## src/hw/rtl/pbsc_pkg.sv

```systemverilog
package pbsc_pkg;

   localparam int unsigned PowerWidth   = 16;
   localparam int unsigned LenWidth     = 8;
   localparam int unsigned ErrWidth     = 8;
   localparam int unsigned BalWidth     = 8;
   localparam int unsigned AntWidth     = 7;
   localparam int unsigned CadOutWidth  = 15;
   localparam int unsigned StatusWidth  = 2;

   // dividend is left*200 + total/2, fits in 24 bits
   localparam int unsigned DivWidth     = 24;
   localparam int unsigned DivCountWidth = $clog2(DivWidth);

   localparam logic [LenWidth-1:0]   MIN_RECORD_LEN = LenWidth'(11);
   localparam logic [BalWidth-1:0]   BALANCE_FULL   = BalWidth'(200);
   localparam logic [BalWidth-1:0]   BALANCE_EVEN   = BalWidth'(100);
   localparam logic [PowerWidth-1:0] POWER_RESTART  = '1;

   localparam logic [StatusWidth-1:0] STATUS_OK        = 2'd0;
   localparam logic [StatusWidth-1:0] STATUS_SHORT     = 2'd1;
   localparam logic [StatusWidth-1:0] STATUS_SENSOR_ERR = 2'd2;

   typedef struct packed {
      logic                         restart;
      logic [LenWidth-1:0]          record_length;
      logic [PowerWidth-1:0]        total_watts;
      logic [PowerWidth-1:0]        left_watts;
      logic signed [PowerWidth-1:0] cadence_rpm;
      logic [PowerWidth-1:0]        crank_angle;
      logic [ErrWidth-1:0]          sensor_error;
   } req_type;

   typedef struct packed {
      logic [StatusWidth-1:0] status;
      logic [PowerWidth-1:0]  power_out;
      logic [BalWidth-1:0]    balance_half_pct;
      logic [AntWidth-1:0]    ant_balance;
      logic [CadOutWidth-1:0] cadence_out;
      logic [PowerWidth-1:0]  angle_out;
   } rsp_type;

   // control from the sequencer to the clip unit
   typedef struct packed {
      logic update;
      logic restart;
      logic good;
   } clip_ctl_type;

endpackage

```

## src/hw/rtl/pbsc_div.sv

```systemverilog
module pbsc_div
   import pbsc_pkg::*;
(
   input  logic                  clock,
   input  logic                  reset,
   input  logic                  start,
   input  logic [DivWidth-1:0]   dividend,
   input  logic [PowerWidth-1:0] divisor,
   output logic                  done,
   output logic [DivWidth-1:0]   quotient
);

   logic [DivWidth-1:0]      quo_ff, quo_in;
   logic [PowerWidth-1:0]    rem_ff, rem_in;
   logic [PowerWidth-1:0]    div_ff, div_in;
   logic [DivCountWidth-1:0] count_ff, count_in;
   logic                     busy_ff, busy_in;
   logic                     done_ff, done_in;
   logic [PowerWidth:0]      shifted;
   logic [PowerWidth+1:0]    diff;
   logic                     fits;

   // one quotient bit per cycle, restoring
   always_comb begin
      shifted = {rem_ff, quo_ff[DivWidth-1]};
      diff    = {1'b0, shifted} - {2'b00, div_ff};
      fits    = !diff[PowerWidth+1];
   end

   always_comb begin
      quo_in   = quo_ff;
      rem_in   = rem_ff;
      div_in   = div_ff;
      count_in = count_ff;
      busy_in  = busy_ff;
      done_in  = 1'b0;
      if (start) begin
         quo_in   = dividend;
         rem_in   = '0;
         div_in   = divisor;
         count_in = '0;
         busy_in  = 1'b1;
      end else if (busy_ff) begin
         quo_in   = {quo_ff[DivWidth-2:0], fits};
         rem_in   = fits ? diff[PowerWidth-1:0] : shifted[PowerWidth-1:0];
         count_in = count_ff + DivCountWidth'(1);
         if (count_ff == DivCountWidth'(DivWidth - 1)) begin
            busy_in = 1'b0;
            done_in = 1'b1;
         end
      end
   end

   always_ff @(posedge clock) begin
      if (reset) begin
         busy_ff  <= 1'b0;
         done_ff  <= 1'b0;
         count_ff <= '0;
      end else begin
         busy_ff  <= busy_in;
         done_ff  <= done_in;
         count_ff <= count_in;
      end
      quo_ff <= quo_in;
      rem_ff <= rem_in;
      div_ff <= div_in;
   end

   assign done     = done_ff;
   assign quotient = quo_ff;

   // remainder always stays below the divisor while running
   assert property (@(posedge clock) disable iff (reset)
      busy_ff && !start |-> rem_ff < div_ff || div_ff == '0)
      else $error("divider remainder out of range");

   assert property (@(posedge clock) disable iff (reset)
      start |-> !busy_ff)
      else $error("divider started while busy");

   assert property (@(posedge clock) disable iff (reset)
      done_ff |-> !busy_ff && $past(busy_ff))
      else $error("divider done without a run");

endmodule

```

## src/hw/rtl/pbsc_clip.sv

```systemverilog
module pbsc_clip
   import pbsc_pkg::*;
(
   input  logic                  clock,
   input  logic                  reset,
   input  logic                  csr_write,
   input  logic [PowerWidth-1:0] csr_value,
   input  clip_ctl_type          ctl,
   input  logic [PowerWidth-1:0] total_watts,
   output logic [PowerWidth-1:0] power_out
);

   logic [PowerWidth-1:0] limit_ff, limit_in;
   logic [PowerWidth-1:0] prev_ff, prev_in;
   logic [PowerWidth-1:0] base;
   logic [PowerWidth-1:0] rise;
   logic [PowerWidth:0]   capped;
   logic                  clip;

   always_comb begin
      base   = ctl.restart ? POWER_RESTART : prev_ff;
      rise   = total_watts - base;
      capped = {1'b0, base} + {1'b0, limit_ff};
      clip   = (limit_ff != '0) && (total_watts > base) && (rise > limit_ff);
      // capped cannot pass the total here, so the low bits are exact
      power_out = clip ? capped[PowerWidth-1:0] : total_watts;
   end

   always_comb begin
      limit_in = csr_write ? csr_value : limit_ff;
      prev_in  = prev_ff;
      if (ctl.update) begin
         if (ctl.good) begin
            prev_in = power_out;
         end else if (ctl.restart) begin
            prev_in = POWER_RESTART;
         end
      end
   end

   always_ff @(posedge clock) begin
      if (reset) begin
         limit_ff <= '0;
         prev_ff  <= POWER_RESTART;
      end else begin
         limit_ff <= limit_in;
         prev_ff  <= prev_in;
      end
   end

   assert property (@(posedge clock) disable iff (reset)
      ctl.update && !ctl.good && !ctl.restart |=> $stable(prev_ff))
      else $error("rejected item changed last power");

   assert property (@(posedge clock) disable iff (reset)
      ctl.update && ctl.good && limit_ff != '0 && total_watts > base
      |-> power_out - base <= limit_ff)
      else $error("clipped rise above limit");

   assert property (@(posedge clock) disable iff (reset)
      power_out > total_watts |-> 1'b0)
      else $error("clip raised the power");

endmodule

```

## src/hw/rtl/power_balance_slew_clip_top.sv

```systemverilog
// power-meter record filter. one record in, one result out. a record shorter
// than 11 bytes or with a nonzero sensor error code returns only a status and
// leaves the stored last power alone (restart still resets it). a good record
// returns the total power with rising steps clipped to last power plus
// rise_limit (0 disables clipping), the left share in half percent rounded to
// nearest from the unclipped total (100 when the total is zero, clamped to
// 200), the right share percent, cadence with negatives forced to zero and the
// crank angle as is. a good record with a nonzero total goes through the
// bit-serial divider, which makes one quotient bit per cycle over 24 bits;
// other records bypass the divider and its run state. one record
// is in work at a time, but the next one is taken while a finished result
// still waits in the output register. rise_limit is written through the csr
// port at any time the block is idle; csr_ready is always high.
module power_balance_slew_clip_top
   import pbsc_pkg::*;
(
   input  logic                  clock,
   input  logic                  reset,
   input  logic                  req_valid,
   output logic                  req_ready,
   input  req_type               req_data,
   output logic                  rsp_valid,
   input  logic                  rsp_ready,
   output rsp_type               rsp_data,
   input  logic                  csr_valid,
   output logic                  csr_ready,
   input  logic [PowerWidth-1:0] csr_data
);

   typedef enum logic [2:0] {
      ST_IDLE = 3'b001,
      ST_RUN  = 3'b010,
      ST_HOLD = 3'b100
   } state_type;

   state_type state_ff, state_in;

   // per-item work registers
   logic [StatusWidth-1:0] status_ff, status_in;
   logic [PowerWidth-1:0]  power_ff, power_in;
   logic [CadOutWidth-1:0] cad_ff, cad_in;
   logic [PowerWidth-1:0]  angle_ff, angle_in;
   logic                   zero_total_ff, zero_total_in;

   // output register
   rsp_type rsp_ff, rsp_in;
   logic    rsp_valid_ff, rsp_valid_in;

   logic                  accept;
   logic                  good;
   logic [StatusWidth-1:0] status_new;
   logic [DivWidth-1:0]   dividend;
   logic                  div_start;
   logic                  div_done;
   logic [DivWidth-1:0]   quotient;
   logic [PowerWidth-1:0] clip_power;
   clip_ctl_type          clip_ctl;
   logic [BalWidth-1:0]   balance;
   logic [BalWidth-1:0]   right_share;
   logic                  load_rsp;
   rsp_type               result;

   assign csr_ready = 1'b1;
   assign req_ready = (state_ff == ST_IDLE);
   assign accept    = req_valid && req_ready;

   // length check ranks above the sensor error
   always_comb begin
      if (req_data.record_length < MIN_RECORD_LEN) begin
         status_new = STATUS_SHORT;
      end else if (req_data.sensor_error != '0) begin
         status_new = STATUS_SENSOR_ERR;
      end else begin
         status_new = STATUS_OK;
      end
      good = (status_new == STATUS_OK);
   end

   // left*200 as shifted adds, plus total/2 for round half up
   assign dividend = {2'b00, req_data.left_watts, 6'b0}
                   + {1'b0, req_data.left_watts, 7'b0}
                   + {5'b0, req_data.left_watts, 3'b0}
                   + {9'b0, req_data.total_watts[PowerWidth-1:1]};

   assign div_start = accept && good && (req_data.total_watts != '0);

   assign clip_ctl.update  = accept;
   assign clip_ctl.restart = req_data.restart;
   assign clip_ctl.good    = good;

   pbsc_div u_div (
      .clock    (clock),
      .reset    (reset),
      .start    (div_start),
      .dividend (dividend),
      .divisor  (req_data.total_watts),
      .done     (div_done),
      .quotient (quotient)
   );

   pbsc_clip u_clip (
      .clock       (clock),
      .reset       (reset),
      .csr_write   (csr_valid && csr_ready),
      .csr_value   (csr_data),
      .ctl         (clip_ctl),
      .total_watts (req_data.total_watts),
      .power_out   (clip_power)
   );

   // balance clamp: 100 for a zero total, anything above 200 saturates
   always_comb begin
      if (zero_total_ff) begin
         balance = BALANCE_EVEN;
      end else if (quotient[DivWidth-1:BalWidth] != '0 ||
                   quotient[BalWidth-1:0] > BALANCE_FULL) begin
         balance = BALANCE_FULL;
      end else begin
         balance = quotient[BalWidth-1:0];
      end
      right_share = BALANCE_FULL - balance;
   end

   always_comb begin
      result = '0;
      result.status = status_ff;
      if (status_ff == STATUS_OK) begin
         result.power_out        = power_ff;
         result.balance_half_pct = balance;
         result.ant_balance      = right_share[AntWidth:1];
         result.cadence_out      = cad_ff;
         result.angle_out        = angle_ff;
      end
   end

   // result moves on when the output register is empty or being drained
   assign load_rsp = (state_ff == ST_HOLD) && (!rsp_valid_ff || rsp_ready);

   always_comb begin
      state_in      = state_ff;
      status_in     = status_ff;
      power_in      = power_ff;
      cad_in        = cad_ff;
      angle_in      = angle_ff;
      zero_total_in = zero_total_ff;
      rsp_in        = rsp_ff;
      rsp_valid_in  = rsp_valid_ff;

      if (rsp_valid_ff && rsp_ready) begin
         rsp_valid_in = 1'b0;
      end

      case (state_ff)
         ST_IDLE: begin
            if (accept) begin
               status_in     = status_new;
               power_in      = clip_power;
               cad_in        = req_data.cadence_rpm[PowerWidth-1] ?
                               '0 : req_data.cadence_rpm[CadOutWidth-1:0];
               angle_in      = req_data.crank_angle;
               zero_total_in = (req_data.total_watts == '0);
               state_in      = div_start ? ST_RUN : ST_HOLD;
            end
         end
         ST_RUN: begin
            if (div_done) begin
               state_in = ST_HOLD;
            end
         end
         ST_HOLD: begin
            if (load_rsp) begin
               rsp_in       = result;
               rsp_valid_in = 1'b1;
               state_in     = ST_IDLE;
            end
         end
         default: begin
            state_in = ST_IDLE;
         end
      endcase
   end

   always_ff @(posedge clock) begin
      if (reset) begin
         state_ff     <= ST_IDLE;
         rsp_valid_ff <= 1'b0;
      end else begin
         state_ff     <= state_in;
         rsp_valid_ff <= rsp_valid_in;
      end
      status_ff     <= status_in;
      power_ff      <= power_in;
      cad_ff        <= cad_in;
      angle_ff      <= angle_in;
      zero_total_ff <= zero_total_in;
      rsp_ff        <= rsp_in;
   end

   assign rsp_valid = rsp_valid_ff;
   assign rsp_data  = rsp_ff;

   // a rejected item carries nothing but its status
   assert property (@(posedge clock) disable iff (reset)
      rsp_valid_ff && rsp_ff.status != STATUS_OK |->
      rsp_ff.power_out == '0 && rsp_ff.balance_half_pct == '0 &&
      rsp_ff.cadence_out == '0 && rsp_ff.angle_out == '0)
      else $error("rejected item with payload");

   assert property (@(posedge clock) disable iff (reset)
      rsp_valid_ff && rsp_ff.status == STATUS_OK |->
      rsp_ff.balance_half_pct <= BALANCE_FULL &&
      {1'b0, rsp_ff.ant_balance} ==
      AntWidth'((BALANCE_FULL - rsp_ff.balance_half_pct) >> 1))
      else $error("balance fields disagree");

   assert property (@(posedge clock) disable iff (reset)
      div_done |-> state_ff == ST_RUN)
      else $error("divider finished outside a run");

   assert property (@(posedge clock) disable iff (reset)
      accept |=> !req_ready)
      else $error("second item taken while one is in work");

   assert property (@(posedge clock) disable iff (reset)
      load_rsp |=> rsp_valid_ff && state_ff == ST_IDLE)
      else $error("result lost on the way to the output register");

endmodule

```

## config.mk

```make
export PLATFORM = sky130hd
export DESIGN_NAME = power_balance_slew_clip_top
export DESIGN_NICKNAME = d
export VERILOG_FILES = /design/src/hw/rtl/pbsc_pkg.sv /design/src/hw/rtl/pbsc_div.sv /design/src/hw/rtl/pbsc_clip.sv /design/src/hw/rtl/power_balance_slew_clip_top.sv
export SDC_FILE = /design/constraint.sdc
export NUM_CORES = 1
export LEC_CHECK = 0
export BUFFER_PORTS_ARGS = -buffer_cell sky130_fd_sc_hd__buf_4
export CORE_MARGIN = 1
export CORE_UTILIZATION = 30
export CTS_BUF_LIST = sky130_fd_sc_hd__clkbuf_16
export CTS_CLUSTER_SIZE = 16
export DETAILED_ROUTE_END_ITERATION = 10
export PLACE_DENSITY = 0.55
export RECOVER_POWER = 25
export SETUP_SLACK_MARGIN = 0.5
export SLEW_MARGIN = 20
export SYNTH_ARGS = -nofsm -noshare
export SYNTH_HDL_FRONTEND = slang
export SYNTH_HIERARCHICAL = 1
export SYNTH_SLANG_ARGS = --single-unit
```

## constraint.sdc

```tcl
create_clock -name clock -period 7 [get_ports clock]
set_clock_uncertainty 0.2 [all_clocks]
set_input_delay 1.05 -clock clock [delete_from_list [all_inputs] [get_ports clock]]
set_output_delay 1.05 -clock clock [all_outputs]
set_load 0.02 [all_outputs]
```

==> results.md, run 1 <==
- The run finished, with violations left.
- The checks that failed: max-capacitance violations, max-slew violations.
- For this block, the routed nets add up to 34170 um of wire.
- When the netlist entered floorplanning its net count stood at 1475.
- The floorplan row count is 76.
- Counting flops with an async set or reset pin after synthesis yields a share of 0.
- The max-cap violation count is 1.
- For flop-to-flop paths, the worst setup slack is 1.55 ns.
- The post-synthesis instance area is 13210 um2.
- CTS built an H-tree with a depth of 1.
- STA puts the critical path data arrival time at 6.07 ns.
- In the global route stage, met3 resource usage came out at 0.02581.
- The critical path is of the in -> reg type.
- The depth of the worst register-to-register path is 20.
- After global routing, the most crowded layer is met2.
- The count of endpoints failing setup in the final report is 0.
- The global routing usage on met1 is 0.2025.
- The number of hold violations in the final report is 0.
- The path with the worst hold slack has its endpoint at rsp_data[63]$_DFFE_PP_.
- The worst setup path is captured at a register.
- Dividing the detail-routed wire length by the instance count gives 16.96 um.
- In this run the worst path has a maximum fanout of 23.
- The power share of the sequential group is 0.422.
- The share of total power dissipated in the clock network is 0.374.
- Setup repair after global routing left no endpoint under its margin.
- The net load switching power is 0.0009880 W.
- Counting along the longest clock path gives a buffer depth of 3.
- The family with the most delay on the worst path is compound AO/OA/AOI/OAI gates.
- The count of final max-slew check failures is 42.
- The placed wire-length estimate is 25330 um.
- For this run the aggregate overflow at the end of global routing stands at 0.
- Pin placement for this block handled 169 I/O pins.
- The count of cell types in the netlist is 89.
- The initial antenna violation count came to 1.
- In the global route stage, overall resource usage came out at 0.1522.
- In this run the worst hold path is classified as reg -> reg.
- Input and output buffers added on the ports amount to 167.
- The beginning of the worst hold path is status_ff[1]$_DFFE_PP_.
- During synthesis, Yosys emitted a total of 6 warnings.
- The number of buffers inserted by hold repair at cts is 0.
- For this configuration, the core starts out at a cell density of 0.3052.
- The first global-routing pass estimated 53270 um of wire.
- The CTS sink count is 213.
- The routability congestion estimate is 0.8981.
- At the placement stage, the worst setup path has a slack of 0.7293 ns.
- The initial DRC count is 570.
- The power per standard cell area is 218.1 nW/um2.
- The finished layout holds 2015 standard cells, fillers aside.
- In this run the critical register-to-register path is launched from u_clip/prev_ff[0]$_SDFFE_PP1P_.
- Entering global routing, the biggest net connects 53 pins.
- The number of buffers and inverters on the critical path is 2.
- The post-detailed-route DRC marker count is 0.
- The number of enable flip-flop cells after synthesis is 154.
- The final-stage net count is 1632.
- The floorplan die width is 211.8 um.
- The die span in y is 211.8 um.
- The number of placed cells counting well taps is 1968.
- The required time at the endpoint of the critical path is 7.24 ns.
- The register bit total from synthesis is 213.
- Clock latency on the worst-skew pair, taken at its later pin, is 0.56 ns.
- The worst vdd rail ir drop is 192.1 uV.
- In the synthesized netlist, the cells that appear most often are sky130_fd_sc_hd__edfxtp_1 (154), sky130_fd_sc_hd__inv_1 (119), sky130_fd_sc_hd__ha_1 (95).
- In the post-synthesis netlist, the cell with the most instances is sky130_fd_sc_hd__edfxtp_1.
- The cell type with the highest aggregate area in the netlist is sky130_fd_sc_hd__edfxtp_1.
- The part of the cycle the worst path needs is 0.8329.
- The number of buffers created by CTS is 26.
- The cell at the slowest stage of the critical path is sky130_fd_sc_hd__a2111oi_0.
- The count of mapped cells out of synthesis is 1254.
- Walking the worst path, the cells encountered are buf_4 > or2_2 > ha_1 > nand2b_1 > maj3_1 > a22oi_1 > a2bb2oi_1 > o21ai_0 > a31oi_1 > nor2_1 > xnor2_1 > ha_1 > a21oi_1 > o22ai_1 > o211ai_1 > nand2_1 > a2111oi_0 > nor4_4 > buf_4 > mux2_4 > o22a_2.
- The actual slew at the worst max-slew pin is 1.514 ns.
- TritonCTS built the clock tree.
- The mean instance size in the synthesized netlist is 10.53 um2.
- The clock-pin slew of the registers on the worst-case setup and hold paths is 0.06 ns.
- The count of vias placed by the detailed router is 9853.
- Compared with the post-synthesis result, the final layout area differs by 19.44%.
- The detailed-route vias per instance is 4.890.
- The hold-critical path depth is 0.
- In this run the clock root is driven by a sky130_fd_sc_hd__clkbuf_16.
- In the final layout, the share of cells above drive strength 1 is 0.1931.
- For this run, global-route usage on met2 was measured as 0.2541.
- The sum of internal, switching and leakage power is 0.003441 W.
- In this run the tightest slew margin relative to its limit is -0.009213.
- The top achievable clock speed is 171.5 MHz.
- The number of global-route vias before repair is 9594.
- The internal portion of the total power is 0.002453 W.
- In this run the remaining antenna-violating nets after routing total 0.
- In the post-route analysis, the smallest setup slack over all paths is 1.170 ns.
- The post-cts sizing count is 0.
- The final critical path time including I/O delays and setup is 5.830 ns.
- The floorplan step defined a die boundary enclosing 44860 um2.
- The share of the synthesized area in the top cell type is 0.3502.
- The combinational power share is 0.204.
- In this design, the stage delay of the slowest critical-path cell is 0.76 ns.
- Sorting the synthesized cells by area gives the leading types as sky130_fd_sc_hd__edfxtp_1 (35%), sky130_fd_sc_hd__ha_1 (9.0%), sky130_fd_sc_hd__dfxtp_1 (8.9%).
- The most instantiated flip-flop cell in the synthesis netlist is sky130_fd_sc_hd__edfxtp_1.
- The number of setup buffers added after CTS is 0.
- Summed over all cells, the static leakage comes to 6.478 nW.
- The first-pass iteration count of the detailed router is 5.
- After routing, the total negative slack on setup checks comes to 0 ns.
- The switching fraction of total power is 0.2871.
- The share of synthesized area occupied by flip-flops and latches is 0.4396.
- In this run the standard cell core region covers 43270 um2.
- The end of the worst register-to-register path is u_clip/prev_ff[10]$_SDFFE_PP1P_.
- The startpoint class of the critical path is an input port.
- Hold is met by 0.2852 ns.
## area by class of cell
type | instances | area (um2)
clock buffer | 27 | 675.6
timing repair buffer | 175 | 1242
clock inverter | 19 | 132.6
antenna | 1 | 2.502
multi-input combinational | 875 | 6733
fill | 4307 | 27490
tap | 585 | 732.0
sequential | 213 | 5806
inverter | 120 | 450.4
## worst reg2reg max path, stage by stage (launching register included)
cell and delay (ns):
sky130_fd_sc_hd__dfxtp_1 0.31, sky130_fd_sc_hd__or2_2 0.32, sky130_fd_sc_hd__ha_1 0.20, sky130_fd_sc_hd__nand2b_1 0.15, sky130_fd_sc_hd__maj3_1 0.39, sky130_fd_sc_hd__a22oi_1 0.17
sky130_fd_sc_hd__a2bb2oi_1 0.29, sky130_fd_sc_hd__o21ai_0 0.28, sky130_fd_sc_hd__a31oi_1 0.39, sky130_fd_sc_hd__nor2_1 0.10, sky130_fd_sc_hd__xnor2_1 0.14, sky130_fd_sc_hd__ha_1 0.30
sky130_fd_sc_hd__a21oi_1 0.14, sky130_fd_sc_hd__o22ai_1 0.09, sky130_fd_sc_hd__o211ai_1 0.16, sky130_fd_sc_hd__nand2_1 0.08, sky130_fd_sc_hd__a2111oi_0 0.76, sky130_fd_sc_hd__nor4_4 0.09
sky130_fd_sc_hd__buf_4 0.26, sky130_fd_sc_hd__mux2_4 0.34, sky130_fd_sc_hd__o22a_2 0.18
## layout by cell type (no fill, tap or decap), types with 32 or more instances in the layout
| master | n |
|---|---|
| sky130_fd_sc_hd__a21oi_1 | 75 |
| sky130_fd_sc_hd__and2_1 | 32 |
| sky130_fd_sc_hd__buf_4 | 139 |
| sky130_fd_sc_hd__dfxtp_1 | 59 |
| sky130_fd_sc_hd__edfxtp_1 | 154 |
| sky130_fd_sc_hd__ha_1 | 95 |
| sky130_fd_sc_hd__inv_1 | 124 |
| sky130_fd_sc_hd__nand2_1 | 52 |
| sky130_fd_sc_hd__nor2_1 | 89 |
| sky130_fd_sc_hd__o21ai_0 | 37 |
| sky130_fd_sc_hd__xnor2_1 | 43 |
## power groups by stage
stage	combinational, W	sequential (W)	clock (W)
4_1_cts	0.000713	0.00145	0.00133
5_1_grt	0.000796	0.00146	0.00137
3_5_place_dp	0.000709	0.00148	0
2_1_floorplan	0.000498	0.00148	0
3_3_place_gp	0.000701	0.00148	0
6_report	0.000703	0.00145	0.00129
## sequential cells by signal, indices dropped and copies added (netlist names), 2 cells and up
name             count
u_clip/limit_ff     16
u_div/count_ff       5
status_ff            2
u_div/quotient      24
rsp_data            64
u_div/div_ff        16
cad_ff              15
state_ff             3
u_clip/prev_ff      16
power_ff            16
u_div/rem_ff        16
angle_ff            16
## through the flow
| step | instance area [um2] | utilization |
|---|---|---|
| 2_1_floorplan | 13210 | - |
| 3_3_place_gp | 15050 | 0.3478 |
| 3_5_place_dp | 15050 | 0.3478 |
| 4_1_cts | 15860 | 0.3665 |
| 5_1_grt | 15770 | 0.3645 |
| 6_report | 15770 | 0.3646 |
## per-layer routing
layer  share of wire  vias to the layer above
li1                -                     4840
met1            0.44                     4697
met3           0.056                       52
met2            0.48                      262
met5         0.00038                        -
met4           0.021                        2
## cells by family (layout without fill, tap and decap cells)
family	after synthesis	count (layout)	share of synthesized area
flip-flops	213	213	0.4396
buffers and inverters	166	341	0.05040
other	1	2	0.0002840
XOR/XNOR	66	66	0.04377
adder cells (fa/ha/maj)	122	122	0.1287
AO/OA/AOI/OAI	263	263	0.1388
AND/OR/NAND/NOR	364	364	0.1483
multiplexers	59	59	0.05021
## worst max-delay path by stage
stage	slack [ns]	cells past startpoint	to	from
floorplan	1.19	22	u_clip/prev_ff[10]$_SDFFE_PP1P_	req_data[80]
global placement	0.80	21	u_clip/prev_ff[12]$_SDFFE_PP1P_	req_data[80]
detailed placement	0.73	21	u_clip/prev_ff[10]$_SDFFE_PP1P_	req_data[80]
CTS	1.28	21	u_clip/prev_ff[10]$_SDFFE_PP1P_	req_data[80]
global route	0.81	21	u_clip/prev_ff[10]$_SDFFE_PP1P_	req_data[80]
finish	1.17	21	u_clip/prev_ff[10]$_SDFFE_PP1P_	req_data[80]
Power figures use the tool's default switching activity.
==> run 2: changes to the inputs <==
--- a/config.mk
+++ b/config.mk
@@ -5,6 +5,7 @@
 export SDC_FILE = /design/constraint.sdc
 export NUM_CORES = 1
 export LEC_CHECK = 0
+export ABC_AREA = 1
 export BUFFER_PORTS_ARGS = -buffer_cell sky130_fd_sc_hd__buf_4
 export CORE_MARGIN = 1
 export CORE_UTILIZATION = 30
==> constraint.sdc (replaced) <==
create_clock -name clock -period 6 [get_ports clock]
set_clock_uncertainty 0.2 [all_clocks]
set_input_delay 0.9 -clock clock [delete_from_list [all_inputs] [get_ports clock]]
set_output_delay 0.9 -clock clock [all_outputs]
set_load 0.02 [all_outputs]
==> results.md, run 2 <==
- Counting flops and latches in the post-synthesis netlist gives 213.
- The cell area that synthesis handed to floorplanning was 13920 um2.
- The maximum fanout count along the critical path is 17.
- Summed over all layers, the routed wires come to 37620 um.
- Entering global routing, the biggest net connects 54 pins.
- The share of total power dissipated in sequential elements is 0.397.
- Among all cell types in the netlist, the one instantiated most often is sky130_fd_sc_hd__nand2_1.
- The number of buffer cells added on primary ports is 167.
- The post-synthesis compound-gate area fraction was 0.06910.
- Pin placement for this block handled 169 I/O pins.
- The detail route stage leaves a number of antenna-violating nets equal to 0.
- The clock share of power is 0.339.
- The launch instance of the worst register-to-register path is u_clip/prev_ff[1]$_SDFFE_PP1P_.
- The placed instances occupy a cell area of 15820 um2.
- Summed over all instances, the cell type with the most area after synthesis is sky130_fd_sc_hd__edfxtp_1.
- Of the post-synthesis cell area, the dominant cell type holds 0.3321.
- The clock-pin slew of the registers on the worst-case setup and hold paths is 0.06 ns.
- The simple-gate share of the synthesized area is 0.2682.
- Of the total synthesized cell area, the portion taken by XOR and XNOR cells is 0.02768.
- The post-synthesis adder-cell area fraction is 0.1199.
- The floorplan step defined a core boundary enclosing 45580 um2.
- For this configuration, the core starts out at a cell density of 0.3055.
- The run finished, with violations left.
- CTS placed an instance of sky130_fd_sc_hd__clkbuf_16 at the clock tree root.
- The layout cell share with drive strength beyond 1 is 0.1347.
- The maximum count of clock buffers along a single path is 3.
- In the synthesized netlist the dominant register cell turns out to be sky130_fd_sc_hd__edfxtp_1.
- For this block, the initial DRC count from the detailed router was 815.
- The library cell used most frequently in the layout, excluding fill and tap cells, is sky130_fd_sc_hd__nand2_1.
- Summed over all cells, the static leakage comes to 8.033 nW.
- In the post-synthesis netlist, the biggest area contributors are sky130_fd_sc_hd__edfxtp_1 (33%), sky130_fd_sc_hd__nand2_1 (12%), sky130_fd_sc_hd__ha_1 (8.5%).
- The floorplan row count is 78.
- The critical path start-end classification is in -> reg.
- The net count of the finished layout is 2138.
- The tool flagged a number of max-cap violations equal to 2.
- Counting flops with an async set or reset pin after synthesis yields a share of 0.
- The beginning of the worst hold path is status_ff[1]$_DFFE_PP_.
- The net load switching power is 0.001393 W.
- The post-detailed-route DRC marker count is 0.
- The first global-routing pass estimated 59370 um of wire.
- The mean instance size in the synthesized netlist is 7.957 um2.
- The number of hold buffers added after CTS was 0.
- Cell internal power was estimated by the tool at 0.002923 W.
- The count of cell types in the netlist is 52.
- STA classifies the critical path startpoint as an input port.
- The CTS sink count is 213.
- Counting instances in the post-synthesis netlist gives the leading cell types as sky130_fd_sc_hd__nand2_1 (454), sky130_fd_sc_hd__inv_1 (306), sky130_fd_sc_hd__nor2_1 (197).
- The floorplan die area is 47280 um2.
- In the finished design, the share of the clock period the worst path needs comes to 0.7178.
- The top achievable clock speed is 232.2 MHz.
- Dividing the detail-routed wire length by the instance count gives 14.83 um.
- The floorplan die width is 217.4 um.
- Dividing the detail-routed via count by the number of cells gives 4.550.
- The area growth from synthesis to layout is 18.69%.
- The finished cells cover 16530 um2.
- The actual slew at the worst max-slew pin is 1.986 ns.
- The final critical path time including I/O delays and setup is 4.307 ns.
- The top cell types in the final layout, fill and taps aside, are sky130_fd_sc_hd__nand2_1 (456), sky130_fd_sc_hd__inv_1 (311), sky130_fd_sc_hd__nor2_1 (199).
- After synthesis, the largest family of logic cells by area is simple AND/OR/NAND/NOR gates.
- The share of the Yosys chip area taken by registers is 0.4169.
- The global-route congestion overflow total is 0.
- The number of clock buffers added by TritonCTS is 26.
- The routability congestion estimate is 0.8797.
- The all-layer global routing usage is 0.1593.
- Data on the critical path arrives at its endpoint at 4.59 ns.
- The final reports fail on max-capacitance violations, max-slew violations.
- The number of global-route vias before repair is 11277.
- In this run the worst setup path begins at req_data[66].
- Measured against the total synthesized area, the mux share comes to 0.
- The initial antenna violation count is 0.
- The count of final max-slew check failures is 93.
- The die span in y is 217.4 um.
- In the synthesized netlist, the number of instances is 1750.
- The H-tree level count is 1.
- Power spread over the standard cell area amounts to 261.1 nW/um2.
- Measured against its own limit, the worst slew margin works out to -0.3241.
- The number of enable flip-flop cells after synthesis is 154.
- Summing internal, switching and leakage power gives 0.004316 W.
- The number of inserted diodes is 0.
- The switching fraction of total power is 0.3227.
- TritonCTS built the clock tree.
- Post-CTS timing repair inserted 0 buffers for setup.
- Setup repair after global routing left no endpoint under its margin.
- For this run, the number of Yosys warnings is 6.
- The count of endpoints failing setup in the final report is 0.
- The path type of the worst min-delay path is reg -> reg.
- The number of hold violations in the final report is 0.
- The placed wire-length estimate is 28580 um.
- For the worst-skew pair, the clock arrives at the later sink with an insertion delay of 0.55 ns.
- The count of vias placed by the detailed router is 11543.
- The combinational power share is 0.264.
- For this run, the detailed router's first-pass iteration total came to 5.
- The kind of end point of the critical path is a register.
- The number of flip-flops under the largest register name is 64.
- The post-cts sizing count is 0.
- Setup total negative slack on the finished layout was measured at 0 ns.
- The post-synth net total is 1971.
- The worst vdd rail ir drop is 211.6 uV.
- For the worst setup path, the data required time is 6.28 ns.
==> run 2: worst paths after layout <==
check | endpoint | slack [ns] | cells after the start
setup reg to reg | u_clip/prev_ff[11]$_SDFFE_PP1P_ | 2.00 | 30
setup / recovery | u_clip/prev_ff[11]$_SDFFE_PP1P_ | 1.69 | 23
hold reg to reg | rsp_data[63]$_DFFE_PP_ | 0.25 | 0
hold / removal | rsp_data[63]$_DFFE_PP_ | 0.25 | 0
==> run 2: worst max-delay path, cell delays in order <==
cell,delay (ns)
sky130_fd_sc_hd__clkbuf_1,0.48
sky130_fd_sc_hd__ha_1,0.40
sky130_fd_sc_hd__a21oi_1,0.23
sky130_fd_sc_hd__inv_1,0.10
sky130_fd_sc_hd__a21oi_1,0.12
sky130_fd_sc_hd__inv_1,0.05
sky130_fd_sc_hd__a221oi_1,0.25
sky130_fd_sc_hd__nand2_1,0.11
sky130_fd_sc_hd__xor2_1,0.15
sky130_fd_sc_hd__ha_1,0.29
sky130_fd_sc_hd__nand2_1,0.09
sky130_fd_sc_hd__nor2_1,0.06
sky130_fd_sc_hd__nand2_1,0.08
sky130_fd_sc_hd__nor2_1,0.06
sky130_fd_sc_hd__nor2_1,0.13
sky130_fd_sc_hd__nand2_2,0.08
sky130_fd_sc_hd__nor2_4,0.32
sky130_fd_sc_hd__nand2_4,0.24
sky130_fd_sc_hd__inv_2,0.15
sky130_fd_sc_hd__nand2_1,0.09
sky130_fd_sc_hd__nand3_1,0.08
sky130_fd_sc_hd__nand2_1,0.07
sky130_fd_sc_hd__nand2_1,0.06
==> run 2: cell families (layout without fill, tap and decap cells) <==
| group | Yosys count | after routing |
|---|---|---|
| simple gates | 860 | 860 |
| buf+inv | 349 | 536 |
| flops | 213 | 213 |
| compound gates | 164 | 164 |
| fa+ha+maj | 119 | 119 |
| xor+xnor | 44 | 44 |
| other cells | 1 | 1 |
==> run 2: per-layer routing <==
layer / vias up / part of all wire / global-route usage
li1: 5920 / - / -
met1: 5274 / 0.47 / 0.2175
met2: 305 / 0.45 / 0.2619
met3: 44 / 0.053 / 0.02273
met4: 0 / 0.022 / 0.04225
met5: - / 0 / 0
==> run 2: layout make-up <==
| class | count | area (um2) |
|---|---|---|
| well taps | 600 | 750.7 |
| repair buffers | 173 | 1231 |
| inverters | 315 | 1185 |
| fillers | 4727 | 29050 |
| clock buffers | 26 | 650.6 |
| flip-flops and latches | 213 | 5806 |
| clock inverters | 22 | 142.6 |
| multi-input cells | 1188 | 6761 |
==> run 2: per-stage QoR <==
step,worst slack (ns),utilization,instances,hold WS (ns)
finish,1.693,0.3626,2537,0.2513
global route,1.343,0.3626,2537,0.2678
CTS,1.867,0.3646,2537,0.2707
detailed placement,1.281,0.3472,2489,0.2591
global placement,1.343,0.3472,2489,0.2551
floorplan,0.8604,-,1750,0.2404
==> run 2: power by group through the flow <==
stage,logic [W],registers [W],clock network (W)
2_1_floorplan,0.000804,0.00176,0
3_3_place_gp,0.00114,0.00175,0
3_5_place_dp,0.00114,0.00175,0
4_1_cts,0.00115,0.00172,0.00152
5_1_grt,0.00130,0.00172,0.00156
6_report,0.00114,0.00171,0.00146
==> run 3: changes to the inputs <==
==> constraint.sdc (replaced) <==
create_clock -name clock -period 4.1 [get_ports clock]
set_clock_uncertainty 0.2 [all_clocks]
set_input_delay 0.615 -clock clock [delete_from_list [all_inputs] [get_ports clock]]
set_output_delay 0.615 -clock clock [all_outputs]
set_load 0.02 [all_outputs]
==> results.md, run 3 (synthesized netlist as in run 2, its figures left out) <==
- The tool flagged a number of max-cap violations equal to 2.
- For this block, the via count after detailed routing is 11650.
- The number of flip-flops under the largest register name is 64.
- The count of final max-slew check failures is 66.
- The path type of the worst min-delay path is in -> reg.
- The tree is rooted in a sky130_fd_sc_hd__clkbuf_16.
- The worst vdd rail ir drop is 283.4 uV.
- The tightest hold path in the finished design has a slack of 0.06245 ns.
- The first-pass iteration count of the detailed router is 5.
- After detailed routing, the number of remaining DRC violations is 0.
- The TritonCTS clock tree is done.
- The placed wire-length estimate is 28920 um.
- The clock-pin slew of the registers on the worst-case setup and hold paths is 0.06 ns.
- Setup violations remaining at the end of the flow were counted as 0.
- The number of global-route vias before repair is 11119.
- The start point of the critical path is req_data[57].
- The floorplan die width is 217.4 um.
- The routed wire length per instance is 14.96 um.
- The analysis attributes to cell leakage a power of 8.214 nW.
- Setup repair after global routing could not meet its margin everywhere.
- In this run the power density over the cells is 385.6 nW/um2.
- After detailed routing, the number of vias per cell comes to 4.553.
- The first global-routing pass estimated 59070 um of wire.
- The floorplan row count is 78.
- For the pin with the worst max-slew slack, the measured transition is 1.872 ns.
- Relative to the synthesized area, the layout overhead comes to 23.34%.
- The required time at the endpoint of the critical path is 4.20 ns.
- The layout has 4755 filler cells.
- The CTS sink count is 213.
- The number of hold violations in the final report came to 0.
- The final-stage net count is 2161.
- Adding up every negative setup slack in the final design gives 0 ns.
- The number of antenna-violating nets in the routed design is 0.
- The all-layer global routing usage is 0.1590.
- In the finished design, the share of the clock period the worst path needs comes to 0.8910.
- The final critical path time including I/O delays and setup is 3.653 ns.
- The worst setup path is launched from an input port.
- Based on the critical path, the design can be clocked at up to 273.7 MHz.
- The number of top-level design ports is 169.
- The layout cell share with drive strength beyond 1 is 0.1807.
- The starting utilization of the core area is 0.3055.
- Clock tree synthesis inserted a total of 25 buffers.
- In this run the vertical extent of the chip is 217.4 um.
- Routability-driven placement finished with a final weighted congestion of 0.8648.
- The number of inserted diodes is 0.
- The relative max-transition margin is -0.2483.
- The most common library cell in the layout ignoring fill and taps is sky130_fd_sc_hd__nand2_1.
- The worst setup path is of the in -> reg kind.
- Counting along the longest clock path gives a buffer depth of 3.
- The global-route congestion overflow total is 0.
- The worst hold path begins at req_data[19].
- Entering global routing, the biggest net connects 54 pins.
- The clock network latency to the later pin of the worst-skew pair is 0.55 ns.
- The startpoint identified for the worst register-to-register timing path is u_clip/prev_ff[1]$_SDFFE_PP1P_.
- Buffers placed on the I/O ports in this run total 167.
- The top cell types in the final layout, fill and taps aside, are sky130_fd_sc_hd__nand2_1 (433), sky130_fd_sc_hd__inv_1 (305), sky130_fd_sc_hd__nor2_1 (188).
- The maximum fanout count along the critical path is 7.
- The worst setup path is captured at a register.
- The flow ran to the end, but the final reports show violations.
- The core region is 45580 um2.
- The final layout contains routed wiring with a total length of 38270 um.
- Data arrives at the worst endpoint at 3.76 ns.
- The initial antenna violation count is 0.
- The H-tree level count is 1.
- The initial DRC count is 679.
- The checks that failed: max-capacitance violations, max-slew violations.
- The floorplan die area is 47280 um2.
==> run 3: cell count changes in the layout (fill, tap and decap cells not counted), sizes merged <==
| cell | previous run | this run |
|---|---|---|
| nand2 | 482 | 484 |
| bufinv | 1 | 2 |
| clkinvlp | 1 | 2 |
| clkinv | 15 | 8 |
| buf | 138 | 157 |
| inv | 320 | 321 |
| dlygate4sd3 | 0 | 2 |
| clkbuf | 61 | 64 |
==> run 3: timing repair <==
action                                  4_1_cts  5_1_grt
hold buffers                                  2        0
resized for setup                             0       71
hold endpoints to repair                      2        0
buffers inserted                              0        3
endpoints found under the setup margin        0       32
==> run 3: metrics by stage <==
| stage | std cells | total power (W) | cell area (um2) | util | setup slack, ns |
|---|---|---|---|---|---|
| 4_1_cts | 2553 | 0.006608 | 16950 | 0.3719 | 0.5653 |
| 3_3_place_gp | 2505 | 0.004266 | 16070 | 0.3526 | 0.05659 |
| 2_1_floorplan | 1750 | 0.003773 | 14110 | - | 0.4779 |
| 6_report | 2559 | 0.006622 | 17170 | 0.3768 | 0.4470 |
| 3_5_place_dp | 2505 | 0.004272 | 16070 | 0.3526 | 0.01578 |
| 5_1_grt | 2559 | 0.006998 | 17170 | 0.3768 | 0.2165 |
==> run 3: path summary, 6_finish.rpt <==
check                                       end  slack (ns)  depth (start not counted)
hold / removal           angle_ff[11]$_DFFE_PP_        0.06                          1
hold reg to reg   u_div/rem_ff[11]$_SDFFE_PP0P_        0.27                          2
setup reg to reg         power_ff[13]$_DFFE_PP_        0.61                         27
setup / recovery         power_ff[13]$_DFFE_PP_        0.45                         27
==> run 3: layout make-up <==
type                            count  area (um2)  area share
Inverter                          315        1192     0.06943
Clock inverter                     18       156.4    0.009107
Multi-Input combinational cell   1190        7119      0.4145
Clock buffer                       28       700.7     0.04080
Sequential cell                   213        5813      0.3385
Tap cell                          600       750.7     0.04371
Timing Repair Buffer              195        1441     0.08393
==> run 3: power by group <==
part	switching [W]	total, W	internal, W	leakage (nW)
logic	0.00112	0.00180	0.000684	5.86
registers	0.0000673	0.00252	0.00245	1.92
clock network	0.000939	0.00230	0.00136	0.434
total	0.00213	0.00662	0.00449	8.21
==> run 3: layer usage <==
layer,wire length (um),GRT usage,vias to the layer above,share of wire
met4,1064,0.04437,0,0.028
met5,0,0,-,0
met3,1940,0.02120,49,0.051
li1,-,-,5972,-
met1,17790,0.2164,5337,0.46
met2,17480,0.2626,292,0.46
==> run 3: worst max-delay path, cell delays in order <==
cell	delay [ns]
sky130_fd_sc_hd__clkbuf_1	0.50
sky130_fd_sc_hd__nand2_2	0.15
sky130_fd_sc_hd__nand2_2	0.12
sky130_fd_sc_hd__inv_2	0.05
sky130_fd_sc_hd__ha_4	0.15
sky130_fd_sc_hd__inv_2	0.04
sky130_fd_sc_hd__nand2_2	0.06
sky130_fd_sc_hd__nand2_2	0.06
sky130_fd_sc_hd__nand2_2	0.06
sky130_fd_sc_hd__nand3_2	0.07
sky130_fd_sc_hd__nand2_2	0.07
sky130_fd_sc_hd__a21oi_2	0.13
sky130_fd_sc_hd__nor2_1	0.06
sky130_fd_sc_hd__nor2_1	0.13
sky130_fd_sc_hd__xor2_1	0.19
sky130_fd_sc_hd__ha_1	0.27
sky130_fd_sc_hd__nand2_2	0.08
sky130_fd_sc_hd__buf_4	0.10
sky130_fd_sc_hd__o21a_1	0.11
sky130_fd_sc_hd__nand2_1	0.06
sky130_fd_sc_hd__a21oi_2	0.15
sky130_fd_sc_hd__nor2_4	0.05
sky130_fd_sc_hd__buf_12	0.14
sky130_fd_sc_hd__nand2_8	0.12
sky130_fd_sc_hd__inv_8	0.05
sky130_fd_sc_hd__nand2_1	0.08
sky130_fd_sc_hd__nand2_1	0.05
